**src/bole_pkg.sv**
```systemverilog
`timescale 1ns / 1ps
`default_nettype none

package bole_pkg;

  // Default capacity of the list.
  localparam int DEPTH_DEF = 16;

  // Fixed field widths.
  localparam int FUNC_W   = 3;
  localparam int INDEX_W  = 4;
  localparam int WORD_W   = 32;
  localparam int STATUS_W = 2;
  localparam int COUNT_W  = 5;

  // Operation codes.
  localparam logic [FUNC_W-1:0] OP_PUSH   = 3'd0;
  localparam logic [FUNC_W-1:0] OP_POP    = 3'd1;
  localparam logic [FUNC_W-1:0] OP_INSERT = 3'd2;
  localparam logic [FUNC_W-1:0] OP_ERASE  = 3'd3;
  localparam logic [FUNC_W-1:0] OP_GET    = 3'd4;
  localparam logic [FUNC_W-1:0] OP_SET    = 3'd5;

  // Status codes.
  localparam logic [STATUS_W-1:0] ST_OK    = 2'd0;
  localparam logic [STATUS_W-1:0] ST_RANGE = 2'd1;
  localparam logic [STATUS_W-1:0] ST_FULL  = 2'd2;
  localparam logic [STATUS_W-1:0] ST_EMPTY = 2'd3;

  // Command broadcast from the controller to every cell.
  typedef struct packed {
    logic ins;  // open a gap at pos and write the request word there
    logic era;  // close the gap at pos by pulling from the right
    logic wr;   // overwrite the cell at pos
    logic rd;   // a successful read is in progress
  } cmd_t;

endpackage

`default_nettype wire

```
**src/bounded_ordered_list_engine.sv**
```systemverilog
`timescale 1ns / 1ps
`default_nettype none

// Bounded ordered list engine. The block keeps an ordered list of up to DEPTH
// signed 32-bit words in a row of cells, one word per cell, plus an entry
// count. Each request names an operation in tuser: push, pop, insert, erase,
// get or set. Insert and erase move every later word by one place in the
// same clock, because each cell loads from its left or right neighbor at
// once. A request that cannot be carried out (bad index, full or empty) gets
// an error status and leaves the list untouched; unused operation codes do
// nothing and report success. Every request yields exactly one response that
// carries the word read by a successful get (zero otherwise), the status and
// the entry count after the request, masked to five bits. A request is decoded
// against the count register and applied to all cells at the same edge as
// its response lands in an output register, so a new request is taken every
// cycle while the response side keeps up. Only the first sixteen positions
// can be named by index; the rest are reached by push, pop and the shifts.
module bounded_ordered_list_engine #(
  parameter int DEPTH = bole_pkg::DEPTH_DEF
) (
  input  wire  logic        clk_i,
  input  wire  logic        rst_ni,
  // Request channel.
  input  wire  logic        s_axis_tvalid_i,
  output logic              s_axis_tready_o,
  input  wire  logic [39:0] s_axis_tdata_i,   // [3:0] index, [35:4] value, rest zero
  input  wire  logic [2:0]  s_axis_tuser_i,   // [2:0] func
  // Response channel.
  output logic              m_axis_tvalid_o,
  input  wire  logic        m_axis_tready_i,
  output logic [39:0]       m_axis_tdata_o,   // [31:0] read_value, [36:32] count, rest zero
  output logic [1:0]        m_axis_tuser_o    // [1:0] status
);
  import bole_pkg::*;

  localparam int CntW  = $clog2(DEPTH + 1);
  // Number of cells reachable through the index field.
  localparam int NumRd = (DEPTH < (1 << INDEX_W)) ? DEPTH : (1 << INDEX_W);

  logic                 req;
  logic [INDEX_W-1:0]   index;
  logic [WORD_W-1:0]    value;
  cmd_t                 cmd;
  logic [CntW-1:0]      pos;
  logic [STATUS_W-1:0]  status;
  logic [CntW-1:0]      count;
  logic [WORD_W-1:0]    cell_data [DEPTH];
  logic [WORD_W-1:0]    rd_word;

  logic                 out_valid_q;
  logic [WORD_W-1:0]    rd_q;
  logic [STATUS_W-1:0]  status_q;
  logic [COUNT_W-1:0]   count_q;
  logic [COUNT_W-1:0]   count_out;

  assign index = s_axis_tdata_i[INDEX_W-1:0];
  assign value = s_axis_tdata_i[INDEX_W +: WORD_W];

  // The output register frees up whenever the response is taken.
  assign s_axis_tready_o = !out_valid_q || m_axis_tready_i;
  assign req             = s_axis_tvalid_i && s_axis_tready_o;

  bole_ctrl #(
    .DEPTH (DEPTH),
    .CNT_W (CntW)
  ) u_ctrl (
    .clk_i    (clk_i),
    .rst_ni   (rst_ni),
    .req_i    (req),
    .func_i   (s_axis_tuser_i),
    .index_i  (index),
    .cmd_o    (cmd),
    .pos_o    (pos),
    .status_o (status),
    .count_o  (count)
  );

  // The row of cells. The end cells feed back their own word where there is
  // no neighbor; that word is never used because those moves fall outside
  // the occupied part of the list.
  for (genvar i = 0; i < DEPTH; i++) begin : g_cell
    logic [WORD_W-1:0] left;
    logic [WORD_W-1:0] right;

    if (i == 0) begin : g_first
      assign left = cell_data[i];
    end else begin : g_mid_l
      assign left = cell_data[i-1];
    end

    if (i == DEPTH - 1) begin : g_last
      assign right = cell_data[i];
    end else begin : g_mid_r
      assign right = cell_data[i+1];
    end

    bole_cell #(
      .CNT_W (CntW),
      .POS   (i)
    ) u_cell (
      .clk_i   (clk_i),
      .cmd_i   (cmd),
      .pos_i   (pos),
      .value_i (value),
      .left_i  (left),
      .right_i (right),
      .data_o  (cell_data[i])
    );
  end

  // Read select over the cells that an index can name.
  always_comb begin
    rd_word = '0;
    for (int k = 0; k < NumRd; k++) begin
      if (cmd.rd && (index == INDEX_W'(k))) begin
        rd_word = cell_data[k];
      end
    end
  end

  assign count_out = COUNT_W'(count);

  always_ff @(posedge clk_i or negedge rst_ni) begin
    if (!rst_ni) begin
      out_valid_q <= 1'b0;
    end else if (s_axis_tready_o) begin
      out_valid_q <= s_axis_tvalid_i;
    end
  end

  always_ff @(posedge clk_i) begin
    if (req) begin
      rd_q     <= rd_word;
      status_q <= status;
      count_q  <= count_out;
    end
  end

  assign m_axis_tvalid_o = out_valid_q;
  assign m_axis_tdata_o  = {3'b000, count_q, rd_q};
  assign m_axis_tuser_o  = status_q;

endmodule

`default_nettype wire

```
**src/bole_cell.sv**
```systemverilog
`timescale 1ns / 1ps
`default_nettype none

module bole_cell #(
  parameter int CNT_W = 5,
  parameter int POS   = 0
) (
  input  wire  logic                      clk_i,
  input  wire  bole_pkg::cmd_t            cmd_i,
  input  wire  logic [CNT_W-1:0]          pos_i,
  input  wire  logic [bole_pkg::WORD_W-1:0] value_i,
  input  wire  logic [bole_pkg::WORD_W-1:0] left_i,
  input  wire  logic [bole_pkg::WORD_W-1:0] right_i,
  output logic [bole_pkg::WORD_W-1:0]       data_o
);
  import bole_pkg::*;

  localparam logic [CNT_W-1:0] MyPos = CNT_W'(POS);

  logic [WORD_W-1:0] data_q;
  logic [WORD_W-1:0] data_d;

  // Each cell only looks at its own position against the broadcast one.
  always_comb begin
    data_d = data_q;
    if (cmd_i.ins) begin
      if (MyPos == pos_i) begin
        data_d = value_i;
      end else if (MyPos > pos_i) begin
        data_d = left_i;
      end
    end else if (cmd_i.era) begin
      if (MyPos >= pos_i) begin
        data_d = right_i;
      end
    end else if (cmd_i.wr) begin
      if (MyPos == pos_i) begin
        data_d = value_i;
      end
    end
  end

  always_ff @(posedge clk_i) begin
    data_q <= data_d;
  end

  assign data_o = data_q;

endmodule

`default_nettype wire

```
**src/bole_ctrl.sv**
```systemverilog
`timescale 1ns / 1ps
`default_nettype none

module bole_ctrl #(
  parameter int DEPTH = bole_pkg::DEPTH_DEF,
  parameter int CNT_W = $clog2(DEPTH + 1)
) (
  input  wire  logic                          clk_i,
  input  wire  logic                          rst_ni,
  input  wire  logic                          req_i,
  input  wire  logic [bole_pkg::FUNC_W-1:0]   func_i,
  input  wire  logic [bole_pkg::INDEX_W-1:0]  index_i,
  output bole_pkg::cmd_t                      cmd_o,
  output logic [CNT_W-1:0]                    pos_o,
  output logic [bole_pkg::STATUS_W-1:0]       status_o,
  output logic [CNT_W-1:0]                    count_o
);
  import bole_pkg::*;

  // Common width for comparing the index with the entry count.
  localparam int CmpW = (CNT_W > INDEX_W) ? CNT_W : INDEX_W;
  localparam logic [CNT_W-1:0] Full = CNT_W'(DEPTH);

  logic [CNT_W-1:0] used_q;
  logic [CNT_W-1:0] used_d;
  logic [CmpW-1:0]  idx_e;
  logic [CmpW-1:0]  used_e;
  logic             full;
  logic             empty;
  logic [CNT_W-1:0] idx_pos;
  cmd_t             cmd;

  assign idx_e   = CmpW'(index_i);
  assign used_e  = CmpW'(used_q);
  assign full    = (used_q == Full);
  assign empty   = (used_q == '0);
  // Whenever the index is accepted it is at most used, so it fits here.
  assign idx_pos = CNT_W'(idx_e);

  always_comb begin
    cmd      = '0;
    pos_o    = idx_pos;
    status_o = ST_OK;
    used_d   = used_q;
    case (func_i)
      OP_PUSH: begin
        if (full) begin
          status_o = ST_FULL;
        end else begin
          cmd.wr = 1'b1;
          pos_o  = used_q;
          used_d = used_q + CNT_W'(1);
        end
      end
      OP_POP: begin
        if (empty) begin
          status_o = ST_EMPTY;
        end else begin
          used_d = used_q - CNT_W'(1);
        end
      end
      OP_INSERT: begin
        if (full) begin
          status_o = ST_FULL;
        end else if (idx_e > used_e) begin
          status_o = ST_RANGE;
        end else begin
          cmd.ins = 1'b1;
          used_d  = used_q + CNT_W'(1);
        end
      end
      OP_ERASE: begin
        if (idx_e >= used_e) begin
          status_o = ST_RANGE;
        end else begin
          cmd.era = 1'b1;
          used_d  = used_q - CNT_W'(1);
        end
      end
      OP_GET: begin
        if (idx_e >= used_e) begin
          status_o = ST_RANGE;
        end else begin
          cmd.rd = 1'b1;
        end
      end
      OP_SET: begin
        if (idx_e >= used_e) begin
          status_o = ST_RANGE;
        end else begin
          cmd.wr = 1'b1;
        end
      end
      default: begin
      end
    endcase
  end

  // Cells only move when a request is actually taken.
  assign cmd_o   = req_i ? cmd : '0;
  assign count_o = used_d;

  always_ff @(posedge clk_i or negedge rst_ni) begin
    if (!rst_ni) begin
      used_q <= '0;
    end else if (req_i) begin
      used_q <= used_d;
    end
  end

endmodule

`default_nettype wire
```
**config.mk**
```make
export PLATFORM = sky130hd
export DESIGN_NAME = bounded_ordered_list_engine
export DESIGN_NICKNAME = d
export VERILOG_FILES = /design/src/bole_pkg.sv /design/src/bounded_ordered_list_engine.sv /design/src/bole_cell.sv /design/src/bole_ctrl.sv
export SDC_FILE = /design/constraint.sdc
export NUM_CORES = 2
export LEC_CHECK = 0
export ABC_AREA = 1
export BUFFER_PORTS_ARGS = -buffer_cell sky130_fd_sc_hd__clkbuf_2
export CORE_ASPECT_RATIO = 0.75
export CORE_MARGIN = 3
export CORE_UTILIZATION = 42
export CTS_CLUSTER_SIZE = 12
export DETAILED_ROUTE_END_ITERATION = 12
export PLACE_DENSITY = 0.59
export SYNTH_ARGS = -nofsm -noshare
export SYNTH_HDL_FRONTEND = slang
export SYNTH_SLANG_ARGS = --single-unit
```
**constraint.sdc**
```tcl
create_clock -name clk_i -period 6.6 [get_ports clk_i]
set_input_delay 0.66 -clock clk_i [delete_from_list [all_inputs] [get_ports clk_i]]
set_output_delay 0.66 -clock clk_i [all_outputs]
set_load 0.05 [all_outputs]
```
==> flow_metrics.tcl <==
set metrics [dict create \
    drive_above_1_share 0.09257 \
    synth_warnings 0 \
    cpMaxStageDelayCell "o22ai_2" \
    drt-pass1-iter-count 5 \
    postCtsSetupBuffers 0 \
    min_period_ns 4.464 \
    worst-endpoint-arrival_ns 4.75 \
    yosys-top-cells-area "edfxtp_1, nand2_1, o21ai_0, nor2_1, o211ai_1" \
    syn_to_final_growth_pct 8.251 \
    core_mm2 0.07929 \
    hpwlAfterDp_um 76130 \
    ir_drop_mv 0.2336 \
    io-pin-count 91 \
    fin_setup_tns_ns 0 \
    grtUsageMet3 0.03641 \
    timing.hold.ws_ns 0.3067 \
    startpoint_type "flip-flop" \
    critPathTopFamily "buffers and inverters" \
    ff2ff_setup_slack_ns 2.14 \
    crit_chain "inv_1, ha_1, nand3_2, inv_2, nand2_4, nand2_4, inv_2, o22ai_2, nand2_1, nor2_1, inv_1, nor2_4, buf_4, inv_2, a211oi_4, buf_4" \
    reg2reg_depth 16 \
    cp.depth 16 \
    cp_data_required_time_ns 6.89 \
    maxCapViolCount 0 \
    critPathBufInv 7 \
    avgSynthCellArea_um2 8.310 \
    hold_path_class "in -> reg" \
    finalClockSkew_ns 0.02973 \
    yosys.area.top_type_share 0.4878 \
    yosys-top-cells-count "nand2_1, edfxtp_1, nor2_1" \
    ys_seq_area_frac 0.4922 \
    synthFlopType "edfxtp_1" \
    min_path_cells 4 \
    cts_tree "built" \
    critPathMaxFanout 33 \
    max_freq_ghz 0.2240 \
    max-slew-margin-rel 0.1219 \
    nets 4004 \
    gr-max-usage-layer "met2" \
    cts_buffers 61 \
    synth.most_common_cell "nand2_1" \
    ys_types 47 \
    die_x_um 334.2 \
    routabilityCongestion 0.8887 \
    cpMostUsedCell "inv_2" \
    grt_max_degree 204 \
    die_area_mm2 0.08425 \
    reg2reg_from "u_ctrl.used_e[1]" \
    synth_area_leader_cell "edfxtp_1" \
    cts-root-buf "clkbuf_16" \
    finalSetupViolCount 0 \
    worst_slew_pin_slew_ns 1.317 \
    timing.final.crit_share 0.6764 \
    rsz0062_at_grt "no" \
    synth_edf_count 551 \
    io_buffers 83 \
    clock_latency_ns 0.67 \
    die_y_um 252.1 \
    finalHoldViolCount 0 \
    grt_pass1_vias 29806 \
    hold_end "m_axis_tvalid_o" \
    critPathKind "reg -> reg" \
    leakagePower_nw 12.72 \
    start_util 0.4278 \
    power_density_mw_per_mm2 246.5 \
    critPathMaxStageDelay_ns 0.62 \
    ys_ff_latch 557 \
    grtUsageMet1 0.3819 \
    antenna_cells 0 \
    ant_nets 0 \
    routed_wl_um 118400 \
    async_flop_share 0.01077 \
    status "completed" \
    netlist_instances 4082 \
    h-tree-depth 2 \
    slew_violations 0 \
    rows 89 \
    overflow 0 \
    post_drt_wl_per_cell_um 23.47 \
    use_met2 0.4424 \
    vias_per_cell 6.136 \
    drc 0 \
    synthesis.area_mm2 0.03392 \
    clk_pin_slew_worst_paths_ns 0.06 \
    grt_use_total 0.2726 \
    drt_iter0_markers 3339 \
    grt_pass1_wl_um 180000 \
    regToRegEndpoint "g_cell[5].u_cell.data_o[26]" \
    clock_path_buffers 3 \
    cts_sinks 557 \
    dr_total_vias 30945 \
    antenna_found_initial 1 \
    worst_setup_path_end_kind "flip-flop" \
    min-delay-start "m_axis_tready_i" \
]
worst max path at each step:
stage / from / end / slack, ns
floorplan: s_axis_tdata_i[2] / g_cell[1].u_cell.data_o[0] / 1.42
global placement: s_axis_tdata_i[3] / g_cell[12].u_cell.data_o[29] / 2.08
detailed placement: s_axis_tdata_i[3] / g_cell[12].u_cell.data_o[29] / 2.04
CTS: u_ctrl.used_e[1] / g_cell[5].u_cell.data_o[26] / 2.21
global route: u_ctrl.used_e[0] / g_cell[5].u_cell.data_o[26] / 1.83
finish: u_ctrl.used_e[1] / g_cell[5].u_cell.data_o[26] / 2.14
report_power, final:
group / total, mW / internal [mW] / switching (mW)
Combinational: 1.38 / 0.344 / 1.04
Clock: 3.55 / 2.02 / 1.53
Sequential: 4.12 / 4.06 / 0.0643
worst min-delay path: stages:
cell      delay [ns]
clkbuf_2        0.07
inv_1           0.03
nand2_1         0.09
nand2_1         0.06
placed cells by master, fill, tap and decap left out, types with 3 or more instances in the layout:
master and instances:
o221ai_1 111, ha_1 6, o211ai_1 182, nand2_2 14, inv_2 24, nor2_2 18
clkinv_2 5, buf_12 3, o221ai_2 31, a31oi_1 47, clkinv_1 20, conb_1 3
nand2_1 917, nor2_4 16, edfxtp_1 551, bufinv_16 8, a21oi_4 6, nor2_1 511
nand4_1 171, nand3_2 4, nand2_4 13, nor3_2 5, clkbuf_2 83, nor3_1 12
a21oi_1 134, nand3_1 196, buf_4 64, inv_1 239, dfrtp_1 6, clkbuf_1 12
o21ai_0 470, o21ai_1 28, clkbuf_16 62, xor2_1 3
per-stage QoR:
stage	util	cell area, um^2	power (mW)	instances	setup WS, ns
floorplan	-	33930	5.187	4084	1.419
global placement	0.4381	34730	5.531	4933	2.085
detailed placement	0.4381	34730	5.551	4933	2.037
CTS	0.4631	36720	9.084	5043	2.213
global route	0.4631	36720	9.353	5043	1.833
finish	0.4631	36720	9.053	5043	2.136
repair_timing:
action,4_1_cts,5_1_grt
resized for setup,0,0
hold buffers,1,0
hold endpoints to repair,6,0
per-layer routing:
metal	share of wire	wire [um]	vias to the layer above
li1	-	-	14171
met1	0.43	50630	15173
met2	0.46	55010	1383
met3	0.079	9301	216
met4	0.029	3393	2
met5	0.00011	13	-
flip-flops by register name, summed over array words and instances (netlist names):
name                  count
count_q                   5
u_ctrl.used_e             5
rd_q                     32
g_cell.u_cell.data_o    512
m_axis_tvalid_o           1
m_axis_tuser_o            2
cells by family (layout without fill, tap and decap cells):
group,count (synthesis),in the layout,synth area share
compound gates,1022,1022,0.1889
simple gates,1879,1879,0.2368
other cells,1,3,0.0001106
xor+xnor,4,4,0.001033
flops,557,557,0.4922
buf+inv,613,526,0.07882
fa+ha+maj,6,6,0.002213
layout make-up:
| type | count | area [um^2] |
|---|---|---|
| clock buffers | 74 | 1597 |
| clock inverters | 35 | 380.4 |
| fillers | 7775 | 42570 |
| inverters | 266 | 1008 |
| multi-input cells | 2914 | 14760 |
| flip-flops and latches | 557 | 16700 |
| well taps | 1046 | 1309 |
| repair buffers | 151 | 965.9 |
Note: power is estimated with default switching activity, not from simulation.
